File: config.mk
export PLATFORM = sky130hd
export DESIGN_NAME = bounded_list_positional_delete
export DESIGN_NICKNAME = d
export VERILOG_FILES = /design/src/rtl/core/blpd_pkg.sv /design/src/rtl/core/blpd_ram.sv /design/src/rtl/core/bounded_list_positional_delete.sv
export SDC_FILE = /design/constraint.sdc
export NUM_CORES = 2
export LEC_CHECK = 0
export BUFFER_PORTS_ARGS = -buffer_cell sky130_fd_sc_hd__buf_2
export CELL_PAD_IN_SITES_DETAIL_PLACEMENT = 1
export CELL_PAD_IN_SITES_GLOBAL_PLACEMENT = 1
export CORE_ASPECT_RATIO = 1.1
export CORE_MARGIN = 3
export CORE_UTILIZATION = 56
export CTS_CLUSTER_DIAMETER = 60
export DETAILED_ROUTE_END_ITERATION = 16
export GPL_TIMING_DRIVEN = 0
export PLACE_DENSITY_LB_ADDON = 0.1
export SETUP_SLACK_MARGIN = 0.4
export SYNTH_ARGS = -nofsm -noshare
export SYNTH_HDL_FRONTEND = slang
export SYNTH_SLANG_ARGS = --single-unit
File: constraint.sdc
create_clock -name clk -period 5.7 [get_ports clk]
set_clock_uncertainty 0.15 [all_clocks]
set_input_delay 0.855 -clock clk [delete_from_list [all_inputs] [get_ports clk]]
set_output_delay 0.855 -clock clk [all_outputs]
set_load 0.02 [all_outputs]
File: src/rtl/core/blpd_pkg.sv
// ----------------------------------------------------------------------------
// blpd_pkg
// shared widths, command codes and status codes of the bounded list block
// ----------------------------------------------------------------------------
package blpd_pkg;

  // field widths
  localparam int ACTION_W = 3;
  localparam int VALUE_W  = 32;
  localparam int POS_W    = 7;
  localparam int STATUS_W = 2;
  localparam int COUNT_W  = 7;

  // default list capacity
  localparam int DEPTH_DEFAULT = 64;

  // command codes
  localparam logic [ACTION_W-1:0] ACT_APPEND    = 3'd0;
  localparam logic [ACTION_W-1:0] ACT_DEL_FIRST = 3'd1;
  localparam logic [ACTION_W-1:0] ACT_DEL_LAST  = 3'd2;
  localparam logic [ACTION_W-1:0] ACT_DEL_POS   = 3'd3;
  localparam logic [ACTION_W-1:0] ACT_DEL_MID   = 3'd4;

  // status codes
  localparam logic [STATUS_W-1:0] STAT_OK        = 2'd0;
  localparam logic [STATUS_W-1:0] STAT_EMPTY     = 2'd1;
  localparam logic [STATUS_W-1:0] STAT_NOT_FOUND = 2'd2;
  localparam logic [STATUS_W-1:0] STAT_FULL      = 2'd3;

endpackage

File: src/rtl/core/blpd_ram.sv
// ----------------------------------------------------------------------------
// blpd_ram
// entry store: one write port, one read port, registered read data
// ----------------------------------------------------------------------------
module blpd_ram #(
  parameter int DEPTH = blpd_pkg::DEPTH_DEFAULT,
  parameter int AW    = $clog2(blpd_pkg::DEPTH_DEFAULT)
) (
  input  logic                        clk,
  input  logic                        we,
  input  logic [AW-1:0]               wr_addr,
  input  logic [blpd_pkg::VALUE_W-1:0] wr_data,
  input  logic [AW-1:0]               rd_addr,
  output logic [blpd_pkg::VALUE_W-1:0] rd_data
);
  import blpd_pkg::*;

  logic [VALUE_W-1:0] mem [DEPTH];

  always_ff @(posedge clk) begin
    if (we) begin
      mem[wr_addr] <= wr_data;
    end
  end

  always_ff @(posedge clk) begin
    rd_data <= mem[rd_addr];
  end

endmodule

File: src/rtl/core/bounded_list_positional_delete.sv
// ----------------------------------------------------------------------------
// bounded_list_positional_delete
// packed ordered list of signed values in one memory, with append and
// removal of the first, last, positional or middle entry plus compaction
// ----------------------------------------------------------------------------
//
//  channel  direction  handshake        payload
//  -------  ---------  ---------------  ----------------------------------
//  in       sink       in_valid/stall   action, value, position
//  out      source     out_valid/stall  status, removed_value, entry_count
//
//  append and every rejected command: accept, then S_FINISH, then the
//    output register; a successful removal at 0-based index idx passes
//    S_TAKE, S_SHIFT for each entry above idx, then S_FINISH; the single
//    memory port pair moves one entry down per cycle during compaction
//  reset clears the entry count, the sequencer state and out_valid; the memory is never cleared
//  a finished result waits in the output register while the next item
//    is taken and worked on; in_stall is high while an item is in work
//
module bounded_list_positional_delete #(
  parameter int DEPTH = blpd_pkg::DEPTH_DEFAULT
) (
  input  logic                                clk,
  input  logic                                rst,
  // command channel
  input  logic                                in_valid,
  output logic                                in_stall,
  input  logic [blpd_pkg::ACTION_W-1:0]       action,
  input  logic signed [blpd_pkg::VALUE_W-1:0] value,
  input  logic [blpd_pkg::POS_W-1:0]          position,
  // result channel
  output logic                                out_valid,
  input  logic                                out_stall,
  output logic [blpd_pkg::STATUS_W-1:0]       status,
  output logic signed [blpd_pkg::VALUE_W-1:0] removed_value,
  output logic [blpd_pkg::COUNT_W-1:0]        entry_count
);
  import blpd_pkg::*;

  // address, length and compare widths
  localparam int AW  = $clog2(DEPTH);
  localparam int LW  = $clog2(DEPTH + 1);
  localparam int CW0 = (LW > POS_W) ? LW : POS_W;
  localparam int CW  = (CW0 > COUNT_W) ? CW0 : COUNT_W;

  // sequencer states
  localparam logic [1:0] S_IDLE   = 2'd0;
  localparam logic [1:0] S_TAKE   = 2'd1;
  localparam logic [1:0] S_SHIFT  = 2'd2;
  localparam logic [1:0] S_FINISH = 2'd3;

  logic [1:0]          state;
  logic [LW-1:0]       length;     // entry count, already updated at accept
  logic [LW-1:0]       ptr;        // next address to read while compacting
  logic [AW-1:0]       wa;         // next address to write while compacting
  logic [STATUS_W-1:0] res_status;
  logic [VALUE_W-1:0]  res_removed;
  logic [COUNT_W-1:0]  res_count;

  // memory ports
  logic               mem_we;
  logic [AW-1:0]      mem_wr_addr;
  logic [VALUE_W-1:0] mem_wr_data;
  logic [AW-1:0]      mem_rd_addr;
  logic [VALUE_W-1:0] mem_rd_data;

  // command decode
  logic                accept;
  logic                is_full;
  logic                is_empty;
  logic [CW-1:0]       len_ext;
  logic [CW-1:0]       pos_ext;
  logic [CW-1:0]       idx_c;
  logic [CW-1:0]       new_len;
  logic [STATUS_W-1:0] cmd_status;
  logic                del_go;
  logic                out_free;
  logic                more;

  assign in_stall = (state != S_IDLE);
  assign accept   = in_valid && !in_stall;
  assign out_free = !out_valid || !out_stall;
  assign is_full  = (length == LW'(DEPTH));
  assign is_empty = (length == '0);
  assign len_ext  = CW'(length);
  assign pos_ext  = CW'(position);
  // another entry still above the write point
  assign more     = (ptr <= length);

  always_comb begin
    cmd_status = STAT_OK;
    del_go     = 1'b0;
    idx_c      = '0;
    new_len    = len_ext;
    unique case (action)
      ACT_APPEND: begin
        if (is_full) begin
          cmd_status = STAT_FULL;
        end else begin
          new_len = len_ext + CW'(1);
        end
      end
      ACT_DEL_FIRST: begin
        if (is_empty) begin
          cmd_status = STAT_EMPTY;
        end else begin
          del_go = 1'b1;
        end
      end
      ACT_DEL_LAST: begin
        if (is_empty) begin
          cmd_status = STAT_EMPTY;
        end else begin
          del_go = 1'b1;
          idx_c  = len_ext - CW'(1);
        end
      end
      ACT_DEL_POS: begin
        // empty list is reported before a bad position
        if (is_empty) begin
          cmd_status = STAT_EMPTY;
        end else if (pos_ext == '0 || pos_ext > len_ext) begin
          cmd_status = STAT_NOT_FOUND;
        end else begin
          del_go = 1'b1;
          idx_c  = pos_ext - CW'(1);
        end
      end
      ACT_DEL_MID: begin
        if (is_empty) begin
          cmd_status = STAT_EMPTY;
        end else begin
          del_go = 1'b1;
          idx_c  = len_ext >> 1;
        end
      end
      default: begin
        // unused codes leave the list alone and report ok
      end
    endcase
    if (del_go) begin
      new_len = len_ext - CW'(1);
    end
  end

  // memory port steering: append writes the tail, compaction writes down
  always_comb begin
    mem_we      = 1'b0;
    mem_wr_addr = wa;
    mem_wr_data = mem_rd_data;
    mem_rd_addr = ptr[AW-1:0];
    if (state == S_IDLE) begin
      // the removed entry is read in the cycle of accept
      mem_rd_addr = idx_c[AW-1:0];
      if (accept && action == ACT_APPEND && !is_full) begin
        mem_we      = 1'b1;
        mem_wr_addr = length[AW-1:0];
        mem_wr_data = value;
      end
    end else if (state == S_SHIFT) begin
      mem_we = 1'b1;
    end
  end

  blpd_ram #(
    .DEPTH (DEPTH),
    .AW    (AW)
  ) u_ram (
    .clk     (clk),
    .we      (mem_we),
    .wr_addr (mem_wr_addr),
    .wr_data (mem_wr_data),
    .rd_addr (mem_rd_addr),
    .rd_data (mem_rd_data)
  );

  // sequencer and result holding registers
  always_ff @(posedge clk) begin
    if (rst) begin
      state  <= S_IDLE;
      length <= '0;
    end else begin
      unique case (state)
        S_IDLE: begin
          if (accept) begin
            length      <= new_len[LW-1:0];
            res_status  <= cmd_status;
            res_removed <= '0;
            res_count   <= new_len[COUNT_W-1:0];
            ptr         <= idx_c[LW-1:0] + LW'(1);
            wa          <= idx_c[AW-1:0];
            state       <= del_go ? S_TAKE : S_FINISH;
          end
        end
        S_TAKE: begin
          // read data now holds the removed entry
          res_removed <= mem_rd_data;
          if (more) begin
            ptr   <= ptr + LW'(1);
            state <= S_SHIFT;
          end else begin
            state <= S_FINISH;
          end
        end
        S_SHIFT: begin
          wa <= wa + AW'(1);
          if (more) begin
            ptr <= ptr + LW'(1);
          end else begin
            state <= S_FINISH;
          end
        end
        S_FINISH: begin
          if (out_free) begin
            state <= S_IDLE;
          end
        end
        default: begin
          state <= S_IDLE;
        end
      endcase
    end
  end

  // output register
  always_ff @(posedge clk) begin
    if (rst) begin
      out_valid <= 1'b0;
    end else if (state == S_FINISH && out_free) begin
      out_valid     <= 1'b1;
      status        <= res_status;
      removed_value <= res_removed;
      entry_count   <= res_count;
    end else if (!out_stall) begin
      out_valid <= 1'b0;
    end
  end

  // count never passes capacity
  a_len_bound: assert property (@(posedge clk) disable iff (rst)
    length <= LW'(DEPTH))
    else $error("entry count above capacity");

  // compaction always writes below the entry it reads next
  a_shift_order: assert property (@(posedge clk) disable iff (rst)
    (state == S_SHIFT) |-> (LW'(wa) < ptr))
    else $error("compaction write overtook read");

  // an accepted append into a list with room grows it by one
  a_append_grow: assert property (@(posedge clk) disable iff (rst)
    (accept && action == ACT_APPEND && !is_full) |=> (length == $past(length) + LW'(1)))
    else $error("append did not grow the list");

  // a result is only loaded after the sequencer has finished
  a_load_from_finish: assert property (@(posedge clk) disable iff (rst)
    ($rose(out_valid)) |-> ($past(state) == S_FINISH))
    else $error("result loaded outside finish");

endmodule
==> qor.yml <==
synth_edf_count: 2143
core-area_um2: 146800
peakVddDrop_v: 0.0005936
hold_violations: 0
synth_most_common_cell: "edfxtp_1"
pwr-share-clk_pct: 27.4
dominantRegCellSynth: "edfxtp_1"
power_w: 0.05068
die_h_um: 410.3
setup_viol: 0
cp-start-kind: "flip-flop"
clk_latency_ns: 0.87
die_x_um: 373.5
intPower_w: 0.03334
period_needed_ns: 5.638
via_count: 45010
hpwl_mm: 169.2
synth_cells: 3759
crit_type: "reg2reg"
maxSlewViolCount: 0
holdBufCountCts: 0
drt_iter0_drc: 7207
initial_core_util_pct: 56.69
netlist_area_um2: 83200
slew_headroom_pct: 6.288
antenna_found_initial: 32
grt_max_degree: 65
path_clk_slew_ns: 0.07
synthesis.nets: 3828
io_pins: 89
wirelength_mm: 268.5
reg2regPathDepth: 13
tightestPinTransition_ns: 1.406
worstPathArrival_ns: 6.02
cts_buffer_depth: 3
p_per_area_nw_per_um2: 524.1
std_cell_rows: 147
dieArea_um2: 153200
crit_required_ns: 6.08
swShare_pct: 34.21
fin_nets: 4276
grt_pass1_wl_mm: 366.9
synth_area_leaders: "edfxtp_1 77%, mux4_2 14%, a22oi_1 2.3%, dfxtp_1 1.0%, a21oi_1 0.94%"
synth.avg_cell_area_um2: 22.13
wire_per_inst_um: 42.42
first_pass_iters: 6
endpoint_kind: "flip-flop"
rsz0062_at_grt: "true"
synth_top_cell_area_share_pct: 77.34
cts_made_buffers: 206
outcome: "finished clean"
comb_power_share_pct: 32.2
hold_path_class: "in2reg"
hold_depth: 2
drc: 0
p_seq_share_pct: 40.4
yosys.area.top_type: "edfxtp_1"
cts_sinks: 2185
globalRouteTotalUtil_pct: 35.06
first_global_vias: 45320
place.gp.congestion: 0.9135
ys_types: 61
area_growth_pct: 16.23
yosysSeqAreaShare_pct: 78.36
cp_max_fo: 18
synth_warnings: 0
synthTopCellsByCount: "2,143 x edfxtp_1, 510 x mux4_2, 252 x a22oi_1, 156 x a21oi_1, 109 x clkbuf_1"
clockRootBuffer: "clkbuf_16"
post-route-util_pct: 65.89
overflow: 0
numPortBuffers: 87
p_leak_nw: 30.82
ys_ff_latch: 2185
p_sw_w: 0.01734
cts_tree: "built"
fmax_mhz: 177.4
vias_per_cell: 7.111
drv_cap: 0
async_reset_ff_share_pct: 0
ant_nets: 0
htreeDepth: 4
layout-drive-gt1-share_pct: 30.93
period_share_pct: 98.91
-- timing repair --
action	in CTS	in global routing
buffers inserted	49	27
pin swaps	38	14
gates resized for setup	210	31
gates cloned	0	0
setup endpoints to repair	1769	2087
-- cell usage in the layout, fill, tap and decap left out, drive strengths merged, types with 35 or more instances in the layout --
cell type / instances
a21oi: 156
a22oi: 253
and2: 35
buf: 325
clkbuf: 363
clkinv: 89
dfxtp: 42
edfxtp: 2143
mux2: 36
mux4: 510
nand2: 52
nor2: 92
-- power by group through the flow --
stage	registers, W	clock network (W)	logic (W)
final	0.0205	0.0139	0.0163
after detailed placement	0.0208	0	0.0155
after CTS	0.0205	0.0140	0.0159
after floorplan	0.0206	0	0.00887
after global placement	0.0208	0	0.0149
after global routing	0.0205	0.0147	0.0169
-- layout make-up --
type / instances / area, um2
Timing Repair Buffer: 240 / 3128
Fill cell: 11510 / 50070
Multi-Input combinational cell: 1350 / 17870
Clock inverter: 129 / 1399
Buffer: 206 / 1216
Sequential cell: 2185 / 65190
Tap cell: 1937 / 2424
Clock buffer: 250 / 5371
Antenna cell: 15 / 37.54
Inverter: 18 / 68.82
-- layer usage --
metal	vias to the layer above	global-route usage, %	wire, um
li1	16920	-	-
met1	23880	45.83	93170
met2	3505	54.38	126700
met3	701	9.704	31900
met4	12	18.81	16640
met5	-	0	87
-- path summary, 6_finish.rpt --
kind / from / end / slack [ns]
max: state[0]$_SDFFE_PP0P_ / u_ram.mem[41][1]$_DFFE_PP_ / 0.06
min: rst / len_ext[1]$_SDFFE_PP0P_ / 0.14
max reg2reg: state[0]$_SDFFE_PP0P_ / u_ram.mem[41][1]$_DFFE_PP_ / 0.06
min reg2reg: res_removed[14]$_SDFFCE_PP0P_ / removed_value[14]$_DFFE_PP_ / 0.26
-- through the flow --
stage	TNS [ns]	cells	worst slack (ns)	hold slack, ns	instance area, um2
final	0	6330	0.06207	0.1411	96710
after global routing	0	6320	0.002507	0.1448	96680
after CTS	0	6288	0.2322	0.1005	96210
after detailed placement	-48.10	5860	-1.774	0.2555	88170
after global placement	-3540.61	5783	-1.984	0.2507	86060
after floorplan	0	3759	0.9984	0.2503	83200
-- worst max-delay path: stages (launching register included) --
cell and delay (ns):
dfxtp_1 0.34, inv_1 0.12, ha_1 0.20, clkbuf_1 0.35, inv_1 0.17, clkbuf_1 0.33, nor2_1 0.39, and2_1 0.25
clkbuf_1 0.40, buf_1 0.39, a21o_1 0.27, nand2_1 0.63, nor2_4 0.95, buf_12 0.28
-- logic make-up (layout without fill, tap and decap cells) --
family                     Yosys count  count (layout)  synth area share [%]
AOI/OAI and AO/OA                  480             480                 3.865
DFF                               2185            2185                 78.36
and+or+nand+nor                    270             270                 1.627
other                                0              15                     0
xor gates and xnor gates            21              21                0.2211
muxes                              556             556                 14.41
adders and majority gates           23              23                0.3459
buffers and inverters              224             843                 1.173
-- sequential cells by signal, summed over array words and instances, names as in the netlist, 6 cells and up --
register       cells
u_ram.mem       2048
removed_value     32
res_removed       32
u_ram.rd_data     32
entry_count        7
len_ext            7
ptr                7
res_count          7
wa                 6
Power figures use the tool's default switching activity.
